--- config.mk ---
export PLATFORM = sky130hd
export DESIGN_NAME = scalar_colormap_flat
export DESIGN_NICKNAME = d
export VERILOG_FILES = /design/src/hw/rtl/scm_pkg.sv /design/src/hw/rtl/scm_if.sv /design/src/hw/rtl/scm_div.sv /design/src/hw/rtl/scalar_colormap.sv /design/src/flat_wrapper.sv
export SDC_FILE = /design/constraint.sdc
export NUM_CORES = 1
export LEC_CHECK = 0
export ABC_AREA = 1
export BUFFER_PORTS_ARGS = -buffer_cell sky130_fd_sc_hd__buf_2
export CAP_MARGIN = 20
export CELL_PAD_IN_SITES_DETAIL_PLACEMENT = 2
export CELL_PAD_IN_SITES_GLOBAL_PLACEMENT = 2
export CORE_MARGIN = 1
export CORE_UTILIZATION = 42
export DETAILED_ROUTE_END_ITERATION = 8
export PLACE_DENSITY_LB_ADDON = 0.1
export SLEW_MARGIN = 20
export SYNTH_ARGS = -nofsm -noshare
export SYNTH_HDL_FRONTEND = slang
export SYNTH_SLANG_ARGS = --single-unit
--- constraint.sdc ---
create_clock -name clk -period 10.1 [get_ports clk]
set_clock_uncertainty 0.05 [all_clocks]
set_input_delay 2.02 -clock clk [delete_from_list [all_inputs] [get_ports clk]]
set_output_delay 2.02 -clock clk [all_outputs]
set_load 0.005 [all_outputs]
--- src/hw/rtl/scm_pkg.sv ---
package scm_pkg;

  // Field widths
  localparam int SAMPLE_WIDTH = 16;
  localparam int COLOR_WIDTH  = 8;   // 4..16
  localparam int GAIN_W       = 8;
  localparam int MODE_W       = 2;
  localparam int HEIGHT_W     = 16;  // 8.8 fixed point
  localparam int FRAC_W       = 8;

  // Configuration port
  localparam int CFG_ADDR_W = 1;
  localparam int CFG_DATA_W = 8;

  localparam logic [CFG_ADDR_W-1:0] REG_COLOR_MODE  = 1'd0;
  localparam logic [CFG_ADDR_W-1:0] REG_HEIGHT_GAIN = 1'd1;

  localparam logic [GAIN_W-1:0] GAIN_RESET = 8'd10;

  localparam logic [COLOR_WIDTH-1:0] COLOR_MAX = '1;

  // Serial divider sizing: remainder wide enough for either divisor,
  // quotient wide enough for a height (COLOR_WIDTH never exceeds it).
  localparam int DIV_W  = (SAMPLE_WIDTH > COLOR_WIDTH) ? SAMPLE_WIDTH : COLOR_WIDTH;
  localparam int QUO_W  = HEIGHT_W;
  localparam int STEP_W = $clog2(QUO_W + 1);

  typedef enum logic [MODE_W-1:0] {
    MODE_GREY   = 2'd0,
    MODE_BLEND  = 2'd1,
    MODE_HUE    = 2'd2,
    MODE_HEIGHT = 2'd3
  } mode_t;

  // Divider load bundle
  typedef struct packed {
    logic [DIV_W-1:0]  rem0;     // upper dividend part, below the divisor
    logic [QUO_W-1:0]  low;      // lower dividend bits, MSB first
    logic [DIV_W-1:0]  divisor;
    logic [STEP_W-1:0] steps;    // quotient bits to produce
  } div_req_t;

endpackage

--- src/hw/rtl/scm_if.sv ---
interface scm_in_if
  import scm_pkg::*;
();
  logic                           valid;
  logic                           ready;
  logic                           req_type;
  logic                           first;
  logic signed [SAMPLE_WIDTH-1:0] sample;

  modport source (output valid, req_type, first, sample, input ready);
  modport sink   (input valid, req_type, first, sample, output ready);
endinterface

interface scm_out_if
  import scm_pkg::*;
();
  logic                   valid;
  logic                   ready;
  logic [COLOR_WIDTH-1:0] red;
  logic [COLOR_WIDTH-1:0] green;
  logic [COLOR_WIDTH-1:0] blue;
  logic [HEIGHT_W-1:0]    height_out;
  logic                   degenerate;

  modport source (output valid, red, green, blue, height_out, degenerate, input ready);
  modport sink   (input valid, red, green, blue, height_out, degenerate, output ready);
endinterface

interface scm_cfg_if
  import scm_pkg::*;
();
  logic                  valid;
  logic                  ready;
  logic [CFG_ADDR_W-1:0] addr;
  logic [CFG_DATA_W-1:0] data;

  modport source (output valid, addr, data, input ready);
  modport sink   (input valid, addr, data, output ready);
endinterface

--- src/hw/rtl/scm_div.sv ---
// Restoring divider, one quotient bit per cycle.
module scm_div
  import scm_pkg::*;
(
  input  logic             clk,
  input  logic             rst,
  input  logic             start,
  input  div_req_t         req,
  output logic             done,
  output logic [QUO_W-1:0] quo
);

  logic [DIV_W-1:0]  rem;
  logic [QUO_W-1:0]  low;
  logic [DIV_W-1:0]  divisor;
  logic [STEP_W-1:0] cnt;
  logic              busy;
  logic [DIV_W+1:0]  trial;

  // {rem, next bit} minus divisor; top bit set means it does not fit
  assign trial = {1'b0, rem, low[QUO_W-1]} - {2'b00, divisor};

  always_ff @(posedge clk) begin
    if (rst) begin
      busy <= 1'b0;
      done <= 1'b0;
    end else begin
      // pulse done on the cycle after the last quotient bit
      done <= busy && !start && (cnt == STEP_W'(1));
      if (start) begin
        busy <= 1'b1;
        cnt  <= req.steps;
      end else if (busy) begin
        cnt <= cnt - 1'b1;
        if (cnt == STEP_W'(1)) begin
          busy <= 1'b0;
        end
      end
    end
  end

  always_ff @(posedge clk) begin
    if (start) begin
      rem     <= req.rem0;
      low     <= req.low;
      divisor <= req.divisor;
      quo     <= '0;
    end else if (busy) begin
      low <= {low[QUO_W-2:0], 1'b0};
      quo <= {quo[QUO_W-2:0], ~trial[DIV_W+1]};
      if (!trial[DIV_W+1]) begin
        rem <= trial[DIV_W-1:0];
      end else begin
        rem <= {rem[DIV_W-2:0], low[QUO_W-1]};
      end
    end
  end

endmodule

--- src/hw/rtl/scalar_colormap.sv ---
// scalar_colormap: min/max-normalized color mapping of signed scalar samples.
// Send the data set twice. Measure items (req_type 0) update a running
// minimum and maximum and produce no result; first restarts both from the
// item's sample. Map items (req_type 1) produce one result each: the sample
// is normalized to t = floor(255*(s-min)/(max-min)), clamped to 0..255, and
// shown as grey, a red-to-green blend, a hue ramp from red (0 deg) to blue
// (240 deg), or, in height mode, a height of gain*t/255 in 8.8 format (the
// colors are then 0; in color modes the height is 0). If max does not exceed
// min, t is 0 and degenerate is set. A measure item is taken and the block
// is ready again at once. A map item holds the input while the block steps
// through the prepare and scale states, the bit-serial divider (one quotient
// bit per cycle) and the color state and, in height mode, the shift-add
// multiplier and a second pass through the same divider, then the output
// state. A sample clamped at either end skips the normalization divide. A
// finished result waits in the output register, so measure items keep
// flowing while it is not yet taken.
// Configuration writes are taken every cycle; send them only while idle.
module scalar_colormap
  import scm_pkg::*;
(
  input  logic clk,
  input  logic rst,
  scm_in_if.sink     samples,
  scm_out_if.source  colors,
  scm_cfg_if.sink    cfg
);

  localparam int SCALED_W = SAMPLE_WIDTH + COLOR_WIDTH;
  localparam int PROD_W   = GAIN_W + COLOR_WIDTH;
  localparam int P_W      = COLOR_WIDTH + 2;
  localparam int MCNT_W   = $clog2(COLOR_WIDTH + 1);

  // Hue sector limits: multiples of the full color value
  localparam logic [P_W-1:0] LIM1 = P_W'(COLOR_MAX);
  localparam logic [P_W-1:0] LIM2 = LIM1 + LIM1;
  localparam logic [P_W-1:0] LIM3 = LIM2 + LIM1;
  localparam logic [P_W-1:0] LIM4 = LIM3 + LIM1;

  typedef enum logic [2:0] {
    S_IDLE,
    S_PREP,
    S_SCALE,
    S_DIV,
    S_COLOR,
    S_MUL,
    S_HDIV,
    S_OUT
  } state_t;

  state_t state;

  // Configuration registers
  mode_t             color_mode;
  logic [GAIN_W-1:0] height_gain;

  // Running range
  logic signed [SAMPLE_WIDTH-1:0] min_seen;
  logic signed [SAMPLE_WIDTH-1:0] max_seen;

  // Per-item working registers
  logic signed [SAMPLE_WIDTH-1:0] smp;
  logic [SAMPLE_WIDTH-1:0]        num;
  logic [SAMPLE_WIDTH-1:0]        den;
  logic                           degen;
  logic [COLOR_WIDTH-1:0]         t;
  logic [PROD_W-1:0]              prod;
  logic [MCNT_W-1:0]              mcnt;
  logic [HEIGHT_W-1:0]            h_res;
  logic                           started;

  // Output register
  logic                   out_valid;
  logic [COLOR_WIDTH-1:0] red;
  logic [COLOR_WIDTH-1:0] green;
  logic [COLOR_WIDTH-1:0] blue;
  logic [HEIGHT_W-1:0]    height_out;
  logic                   degenerate;

  assign samples.ready     = (state == S_IDLE);
  assign cfg.ready         = 1'b1;
  assign colors.valid      = out_valid;
  assign colors.red        = red;
  assign colors.green      = green;
  assign colors.blue       = blue;
  assign colors.height_out = height_out;
  assign colors.degenerate = degenerate;

  // Range checks on the held sample
  logic signed [SAMPLE_WIDTH:0] s_ext, min_ext, max_ext, diff_s, diff_r;
  logic                         range_ok, at_low, at_high;

  always_comb begin
    s_ext    = {smp[SAMPLE_WIDTH-1], smp};
    min_ext  = {min_seen[SAMPLE_WIDTH-1], min_seen};
    max_ext  = {max_seen[SAMPLE_WIDTH-1], max_seen};
    diff_s   = s_ext - min_ext;
    diff_r   = max_ext - min_ext;
    range_ok = (max_seen > min_seen);
    at_low   = (smp <= min_seen);
    at_high  = (smp >= max_seen);
  end

  // Dividend 255*num as (num << w) - num
  logic [SCALED_W-1:0] dvd;
  assign dvd = (SCALED_W'(num) << COLOR_WIDTH) - SCALED_W'(num);

  // Divider hookup: normalization pass, then the height pass
  logic             div_start;
  div_req_t         div_req;
  logic             div_done;
  logic [QUO_W-1:0] div_quo;

  always_comb begin
    div_start = 1'b0;
    div_req   = '0;
    if (state == S_SCALE) begin
      div_start       = 1'b1;
      div_req.rem0    = DIV_W'(dvd[SCALED_W-1:COLOR_WIDTH]);
      div_req.low     = QUO_W'(dvd[COLOR_WIDTH-1:0]) << (QUO_W - COLOR_WIDTH);
      div_req.divisor = DIV_W'(den);
      div_req.steps   = STEP_W'(COLOR_WIDTH);
    end else if (state == S_HDIV && !started) begin
      div_start       = 1'b1;
      div_req.rem0    = DIV_W'(prod[PROD_W-1:FRAC_W]);
      div_req.low     = {prod[FRAC_W-1:0], {FRAC_W{1'b0}}};
      div_req.divisor = DIV_W'(COLOR_MAX);
      div_req.steps   = STEP_W'(HEIGHT_W);
    end
  end

  scm_div u_div (
    .clk   (clk),
    .rst   (rst),
    .start (div_start),
    .req   (div_req),
    .done  (div_done),
    .quo   (div_quo)
  );

  // Color for the current t
  logic [P_W-1:0]         p;
  logic [2:0]             sector;
  logic [P_W-1:0]         f_wide;
  logic [COLOR_WIDTH-1:0] f, x;
  logic [COLOR_WIDTH-1:0] r_next, g_next, b_next;

  always_comb begin
    p = {t, 2'b00};
    priority if (p >= LIM4) begin
      sector = 3'd4;
      f_wide = p - LIM4;
    end else if (p >= LIM3) begin
      sector = 3'd3;
      f_wide = p - LIM3;
    end else if (p >= LIM2) begin
      sector = 3'd2;
      f_wide = p - LIM2;
    end else if (p >= LIM1) begin
      sector = 3'd1;
      f_wide = p - LIM1;
    end else begin
      sector = 3'd0;
      f_wide = p;
    end
    f = f_wide[COLOR_WIDTH-1:0];
    x = sector[0] ? (COLOR_MAX - f) : f;

    r_next = '0;
    g_next = '0;
    b_next = '0;
    unique case (color_mode)
      MODE_GREY: begin
        r_next = t;
        g_next = t;
        b_next = t;
      end
      MODE_BLEND: begin
        r_next = COLOR_MAX - t;
        g_next = t;
      end
      MODE_HUE: begin
        unique case (sector)
          3'd0: begin
            r_next = COLOR_MAX;
            g_next = x;
          end
          3'd1: begin
            r_next = x;
            g_next = COLOR_MAX;
          end
          3'd2: begin
            g_next = COLOR_MAX;
            b_next = x;
          end
          3'd3: begin
            g_next = x;
            b_next = COLOR_MAX;
          end
          default: begin
            r_next = x;
            b_next = COLOR_MAX;
          end
        endcase
      end
      MODE_HEIGHT: begin
        // colors stay 0
      end
    endcase
  end

  // Shift-add step: add gain into the upper part, shift right
  logic [GAIN_W:0] mul_sum;
  assign mul_sum = {1'b0, prod[PROD_W-1:COLOR_WIDTH]}
                 + (prod[0] ? {1'b0, height_gain} : {(GAIN_W+1){1'b0}});

  // Configuration
  always_ff @(posedge clk) begin
    if (rst) begin
      color_mode  <= MODE_GREY;
      height_gain <= GAIN_RESET;
    end else if (cfg.valid) begin
      unique case (cfg.addr)
        REG_COLOR_MODE:  color_mode  <= mode_t'(cfg.data[MODE_W-1:0]);
        REG_HEIGHT_GAIN: height_gain <= cfg.data[GAIN_W-1:0];
        default: ;
      endcase
    end
  end

  // Sequencer and output register
  always_ff @(posedge clk) begin
    if (rst) begin
      state     <= S_IDLE;
      out_valid <= 1'b0;
      min_seen  <= {1'b0, {(SAMPLE_WIDTH-1){1'b1}}};
      max_seen  <= {1'b1, {(SAMPLE_WIDTH-1){1'b0}}};
      started   <= 1'b0;
    end else begin
      // drop the result once taken; in S_OUT the register is refilled or held
      if (colors.ready && state != S_OUT) begin
        out_valid <= 1'b0;
      end

      unique case (state)
        S_IDLE: begin
          if (samples.valid) begin
            smp <= samples.sample;
            if (!samples.req_type) begin
              if (samples.first) begin
                min_seen <= samples.sample;
                max_seen <= samples.sample;
              end else begin
                if (samples.sample < min_seen) min_seen <= samples.sample;
                if (samples.sample > max_seen) max_seen <= samples.sample;
              end
            end else begin
              state <= S_PREP;
            end
          end
        end

        S_PREP: begin
          degen <= ~range_ok;
          num   <= diff_s[SAMPLE_WIDTH-1:0];
          den   <= diff_r[SAMPLE_WIDTH-1:0];
          priority if (!range_ok || at_low) begin
            t     <= '0;
            state <= S_COLOR;
          end else if (at_high) begin
            t     <= COLOR_MAX;
            state <= S_COLOR;
          end else begin
            state <= S_SCALE;
          end
        end

        S_SCALE: begin
          state <= S_DIV;
        end

        S_DIV: begin
          if (div_done) begin
            t     <= div_quo[COLOR_WIDTH-1:0];
            state <= S_COLOR;
          end
        end

        S_COLOR: begin
          if (color_mode == MODE_HEIGHT) begin
            prod  <= PROD_W'(t);
            mcnt  <= MCNT_W'(COLOR_WIDTH);
            state <= S_MUL;
          end else begin
            h_res <= '0;
            state <= S_OUT;
          end
        end

        S_MUL: begin
          prod <= {mul_sum, prod[COLOR_WIDTH-1:1]};
          mcnt <= mcnt - 1'b1;
          if (mcnt == MCNT_W'(1)) begin
            started <= 1'b0;
            state   <= S_HDIV;
          end
        end

        S_HDIV: begin
          started <= 1'b1;
          if (started && div_done) begin
            h_res <= div_quo;
            state <= S_OUT;
          end
        end

        S_OUT: begin
          // hold until the output register is free
          if (!out_valid || colors.ready) begin
            red        <= r_next;
            green      <= g_next;
            blue       <= b_next;
            height_out <= h_res;
            degenerate <= degen;
            out_valid  <= 1'b1;
            state      <= S_IDLE;
          end
        end

        default: state <= S_IDLE;
      endcase
    end
  end

endmodule

--- src/flat_wrapper.sv ---
// flat-port wrapper written by rule: the top's interface ports become plain ports
module scalar_colormap_flat import scm_pkg::*;
  (clk, rst, samples_valid, samples_req_type, samples_first, samples_sample, samples_ready, colors_valid, colors_red, colors_green, colors_blue, colors_height_out, colors_degenerate, colors_ready, cfg_valid, cfg_addr, cfg_data, cfg_ready);
  scm_in_if samples_i ();
  scm_out_if colors_i ();
  scm_cfg_if cfg_i ();
  input  logic clk;
  input  logic rst;
  input wire logic [$bits(samples_i.valid)-1:0] samples_valid;
  input wire logic [$bits(samples_i.req_type)-1:0] samples_req_type;
  input wire logic [$bits(samples_i.first)-1:0] samples_first;
  input wire logic [$bits(samples_i.sample)-1:0] samples_sample;
  output wire logic [$bits(samples_i.ready)-1:0] samples_ready;
  output wire logic [$bits(colors_i.valid)-1:0] colors_valid;
  output wire logic [$bits(colors_i.red)-1:0] colors_red;
  output wire logic [$bits(colors_i.green)-1:0] colors_green;
  output wire logic [$bits(colors_i.blue)-1:0] colors_blue;
  output wire logic [$bits(colors_i.height_out)-1:0] colors_height_out;
  output wire logic [$bits(colors_i.degenerate)-1:0] colors_degenerate;
  input wire logic [$bits(colors_i.ready)-1:0] colors_ready;
  input wire logic [$bits(cfg_i.valid)-1:0] cfg_valid;
  input wire logic [$bits(cfg_i.addr)-1:0] cfg_addr;
  input wire logic [$bits(cfg_i.data)-1:0] cfg_data;
  output wire logic [$bits(cfg_i.ready)-1:0] cfg_ready;
  assign samples_i.valid = samples_valid;
  assign samples_i.req_type = samples_req_type;
  assign samples_i.first = samples_first;
  assign samples_i.sample = samples_sample;
  assign samples_ready = samples_i.ready;
  assign colors_valid = colors_i.valid;
  assign colors_red = colors_i.red;
  assign colors_green = colors_i.green;
  assign colors_blue = colors_i.blue;
  assign colors_height_out = colors_i.height_out;
  assign colors_degenerate = colors_i.degenerate;
  assign colors_i.ready = colors_ready;
  assign cfg_i.valid = cfg_valid;
  assign cfg_i.addr = cfg_addr;
  assign cfg_i.data = cfg_data;
  assign cfg_ready = cfg_i.ready;
  scalar_colormap u_core (.clk(clk), .rst(rst), .samples(samples_i), .colors(colors_i), .cfg(cfg_i));
endmodule
==> results of run 1 <==
-- worst max-delay path, delay by kind of cell, from the launching register on --
| kind | cells | cell delay (ns) |
|---|---|---|
| buf+inv | 3 | 1.33 |
| simple gates | 5 | 1.63 |
| flops | 1 | 0.54 |
| compound gates | 1 | 0.23 |
-- state kept, by name, indices dropped and copies added (netlist names), 4 cells and up --
| register | flops |
|---|---|
| u_core.colors.blue | 8 |
| u_core.colors.green | 8 |
| u_core.colors.height_out | 16 |
| u_core.colors.red | 8 |
| u_core.den | 16 |
| u_core.h_res | 16 |
| u_core.height_gain | 8 |
| u_core.max_seen | 16 |
| u_core.mcnt | 4 |
| u_core.min_seen | 16 |
| u_core.num | 16 |
| u_core.prod | 16 |
| u_core.smp | 16 |
| u_core.t | 8 |
| u_core.u_div.cnt | 5 |
| u_core.u_div.divisor | 16 |
| u_core.u_div.low | 8 |
| u_core.u_div.quo | 16 |
| u_core.u_div.rem | 16 |
-- per-layer routing --
| metal | up-vias | wire length [um] | global-route usage (%) |
|---|---|---|---|
| met5 | - | 0 | 0 |
| met4 | 0 | 1320 | 9.30 |
| met3 | 74 | 1230 | 2.50 |
| met2 | 196 | 24400 | 51.0 |
| met1 | 6034 | 20200 | 33.4 |
| li1 | 5691 | - | - |
-- power breakdown --
group / switching (mW) / total [mW] / internal, mW
Combinational: 1.02 / 1.50 / 0.483
Sequential: 0.135 / 1.47 / 1.34
Clock: 0.436 / 1.07 / 0.638
-- through the flow --
stage                     std cells  setup slack [ns]
after floorplan                1641              4.33
after global placement         2136              5.90
after detailed placement       2136              5.78
after CTS                      2188              6.08
after global routing           2189              5.84
final                          2189              6.13
-- cells in the final DEF, fill, tap and decap left out, drive strengths merged, types with 28 or more instances in the layout --
master  instances
nand2         340
a21oi         110
xor2           28
edfxtp        179
ha            123
nand3          98
nor2          173
dfxtp          65
clkbuf         34
inv           233
o21ai          94
buf            82
-- final timing paths --
check / slack, ns / start / cells after the start / endpoint
worst max-delay path: 6.13 / u_core.state[1] / 9 / u_core.u_div.quo[0]
worst min register to register: 0.37 / u_core.h_res[14] / 0 / u_core.colors.height_out[14]
worst min-delay path: 0.37 / u_core.h_res[14] / 0 / u_core.colors.height_out[14]
worst max register to register: 6.13 / u_core.state[1] / 9 / u_core.u_div.quo[0]
-- layout make-up --
cell class	count	area (um2)
antenna	1	2.50
clock buffer	34	764
clock inverter	18	194
fill	3682	17500
inverter	234	881
multi-input combinational	1128	6650
sequential	244	6680
tap	448	561
timing repair buffer	82	430
-- logic make-up after synthesis --
group | share of synthesized area, %
fa+ha+maj | 11.3
xor+xnor | 2.74
other cells | 0.0261
compound gates | 11.9
buf+inv | 7.42
flops | 46.4
simple gates | 20.2
==> run summary, run 1 <==
Outcome = finished, final reports clean
Proportion of layout cells with a drive suffix above 1 = 10.8%
First-pass GRT wire length = 75.8 mm
Area delta synth->final = 12.4%
CTS root buffer = clkbuf_16
Starting Density = 42.8%
Nets@finish = 1877
Top FF cell, synth = edfxtp_1
DRT iter0 DRCs = 627
Post-CTS Repair Setup Buffers = 0
Initial DRT Pass Iterations = 5
Register area share after synthesis = 46.4%
Period utilization = 39.3%
CTS Hold Buffers Added = 0
Netlist cell types = 56
FP Rows = 67
Startpoint Class = flop
Setup crit end kind = flop
Buffers on Ports = 74
Main area contributors after synthesis = edfxtp_1, ha_1, dfxtp_1, nand2_1, inv_1
Die area = 0.0350 mm2
Htree depth = 1
Slew margin rel. = 39.8%
DRC = 0
WL/cell = 21.5 um
RSZ-0062 raised after global routing = no
EDFF count, synth = 179
Pins Over Slew Limit = 0
Synth Net Count = 1800
I/O Pins = 76
Clock Pin Slew Worst Setup and Hold Paths = 0.06 ns
Vias in the first global route = 13600
FF+latch count, synth = 244
Least-Margin Pin Slew = 0.901 ns
Vias/cell = 5.48
Total GRT Usage = 27.6%
Synth Cell Area = 0.0144 mm2
DIE WIDTH = 187 um
Yosys Warn Count = 0
Post-synth top area cell = edfxtp_1
Buffer depth of the longest clock path = 3
Post-CTS Resized = 0
GRT overflow = 0
Syn_area_per_cell = 8.76 um2
Setup TNS = 0 ns
Async S/R FF share, synth = 0%
Leading cell types by count after synthesis = nand2_1, inv_1, edfxtp_1, nor2_1, ha_1
Static Leak = 7.25 nW
Crit-path max cell delay = 0.71 ns
Util after Layout = 48.1%
Syn Inst Count = 1641
Largest net degree at the start of global routing = 44
# setup viols final = 0
Hold WS = 0.369 ns
Placed inst area = 0.0152 mm2
Total power = 4.04 mW
Sink Count = 244
Top-area cell type share of the netlist area = 37.4%
Final HPWL DP = 35.3 mm
Worst VDD drop = 0.000131 V
Post-route cell area = 0.0162 mm2
Crit path top cell by count = inv_2
TritonCTS clock tree = done
CP required = 10.44 ns
Final hold violations = 0
Worst-path maximum fanout = 40
Worst path cell trace = inv_2, nor2_1, nand2_2, nor2_2, nor2_4, inv_2, nor2_1, inv_2, o21ai_0
Hold Crit Class = flop to flop
PwrDens = 250 mW/mm2
Via Count = 12000
Final WL = 47.1 mm
Num CTS Buffers = 28
Core area = 0.0336 mm2
Most frequent cell after synthesis = nand2_1
Routed Antenna Nets = 0
Minimum clock period = 3.97 ns
Worst Path Arrival = 4.31 ns
Max-cap violations = 0
Die height = 187 um
Gpl congestion = 0.827
Worst-skew pair later-pin latency = 0.57 ns
Slowest-stage cell, CP = nor2_2
Max Clk Rate = 252 MHz
Initial antenna violation count = 1
Critical path class = flop to flop
No activity file was read; power rests on OpenSTA's default activity.
==> run 2, diff against run 1 <==
Settings changed: ABC_AREA 1 to 0, CORE_UTILIZATION 42 to 41.
Clock period 10.1 ns to 4.1 ns, I/O delays scaled along.
==> run summary, run 2 <==
Htree depth = 1
Async S/R FF share, synth = 0%
DIE WIDTH = 187 um
Die height = 187 um
Minimum clock period = 3.69 ns
DRC = 0
HP Start = u_core.h_res[6]
Cell family with most CP delay = compound AO/OA/AOI/OAI gates
Static Leak = 6.45 nW
PwrDens = 392 mW/mm2
Worst VDD drop = 0.000367 V
Post-route cell area = 0.0159 mm2
Worst Path Arrival = 3.88 ns
# setup viols final = 0
Buffer depth of the longest clock path = 3
Largest net degree at the start of global routing = 48
TritonCTS clock tree = done
Placed inst area = 0.0149 mm2
Hold WS = 0.363 ns
Worst-skew pair later-pin latency = 0.56 ns
Most frequent cell after synthesis = edfxtp_1
Post-synth top area cell = edfxtp_1
Crit-path max cell delay = 0.63 ns
Initial antenna violation count = 0
DRT iter0 DRCs = 363
Die area = 0.0349 mm2
Least-Margin Pin Slew = 0.987 ns
Max-cap violations = 0
Slew margin rel. = 34.0%
Pins Over Slew Limit = 0
RSZ-0062 raised after global routing = no
Post-CTS Resized = 0
Worst flop-to-flop path startpoint = u_core.smp[0]
Final hold violations = 0
Gpl congestion = 0.812
WL/cell = 21.1 um
Most frequent cells in the layout = edfxtp_1, nor2_1, ha_1, inv_1, a21oi_1
Via Count = 10300
Syn_area_per_cell = 10.5 um2
Area delta synth->final = 13.4%
EDFF count, synth = 179
CTS root buffer = clkbuf_16
FF+latch count, synth = 244
Max Clk Rate = 271 MHz
Commonest non-fill, non-tap cell in the layout = edfxtp_1
ANT cells = 0
Proportion of layout cells with a drive suffix above 1 = 12.1%
Main area contributors after synthesis = edfxtp_1, ha_1, dfxtp_1, mux2i_1, nor2_1
Total GRT Usage = 22.9%
Sink Count = 244
Core area = 0.0336 mm2
CP startpoint = u_core.smp[0]
Worst-path maximum fanout = 8
Num CTS Buffers = 29
Top FF cell, synth = edfxtp_1
Starting Density = 41.7%
Top-area cell type share of the netlist area = 38.4%
I/O Pins = 76
Synth Cell Area = 0.0140 mm2
Final Non-Filler Cells = 1883
Routed Antenna Nets = 0
Setup TNS = 0 ns
GRT overflow = 0
Final HPWL DP = 29.9 mm
Cells after DPL = 1830
Syn Inst Count = 1335
Nets@finish = 1572
Yosys Warn Count = 0
Vias/cell = 5.47
Period utilization = 89.9%
Critical path class = flop to flop
Total power = 6.22 mW
Slowest-stage cell, CP = a2111oi_2
Netlist cell types = 74
Post-CTS Repair Setup Buffers = 0
Worst path cell trace = inv_1, ha_1, fa_1, nand2b_1, a21oi_1, a221oi_2, o31ai_1, mux2_2, a2111oi_2, a2111oi_2
Register area share after synthesis = 47.6%
First-pass GRT wire length = 63.9 mm
Vias in the first global route = 11400
Hold Crit Class = flop to flop
Crit path buf inv count = 1
CTS Hold Buffers Added = 0
Buffers on Ports = 74
Startpoint Class = flop
Synth Net Count = 1494
Final WL = 39.7 mm
CP required = 4.29 ns
Leading cell types by count after synthesis = edfxtp_1, nor2_1, ha_1, inv_1, a21oi_1
Clock Pin Slew Worst Setup and Hold Paths = 0.06 ns
Outcome = finished, final reports clean
Crit path top cell by count = a2111oi_2
FP Rows = 67
Initial DRT Pass Iterations = 6
Setup crit end kind = flop
## run 2: cell types whose count changed in the layout (fill, tap and decap cells not counted), sizes merged, moves of 15 or more
cell and change:
nand2 -261, inv -130, nand3 -85, mux2i +62, o21ai -50, xnor2 +43, and2 +32, nor2 -29
a21oi -28, a21o +21, o211ai -19, nand2b +17, nor2b +17, xor2 -15
## run 2: logic make-up after synthesis
kind of cell,synth area share (%)
compound gates,13.6
xor+xnor,4.56
fa+ha+maj,11.6
buf+inv,4.04
flops,47.6
mux,5.39
other cells,0.0268
simple gates,13.2
## run 2: report_power, final
| group | switching, mW | internal [mW] |
|---|---|---|
| registers | 0.0730 | 2.75 |
| logic | 0.507 | 0.327 |
| clock network | 1.02 | 1.55 |
| total | 1.60 | 4.62 |
## run 2: cell type report
type                       count  area [um2]
clock buffer                  46         892
clock inverter                 7        66.3
fill                        3484       17700
inverter                     103         387
multi-input combinational    943        6810
sequential                   244        6680
tap                          448         561
timing repair buffer          92         505
## run 2: through the flow
stage	setup WS, ns	util, %
2_1_floorplan	0.173	-
3_3_place_gp	0.552	44.4
3_5_place_dp	0.435	44.4
4_1_cts	0.429	47.3
5_1_grt	0.230	47.3
6_report	0.415	47.3
## run 2: final timing paths
path / to / slack (ns) / cells after the start
hold reg to reg: u_core.colors.height_out[6] / 0.36 / 0
setup / recovery: u_core.t[2] / 0.41 / 10
hold / removal: u_core.colors.height_out[6] / 0.36 / 0
setup reg to reg: u_core.t[2] / 0.41 / 10
## run 2: metal layers
layer  track usage [%]  vias to the layer above  wire, um
met4              5.23                        0       848
met2              40.5                      123     19800
li1                  -                     4981         -
met3              2.12                       47       940
met1              30.5                     5157     18200
met5                 0                        -         0
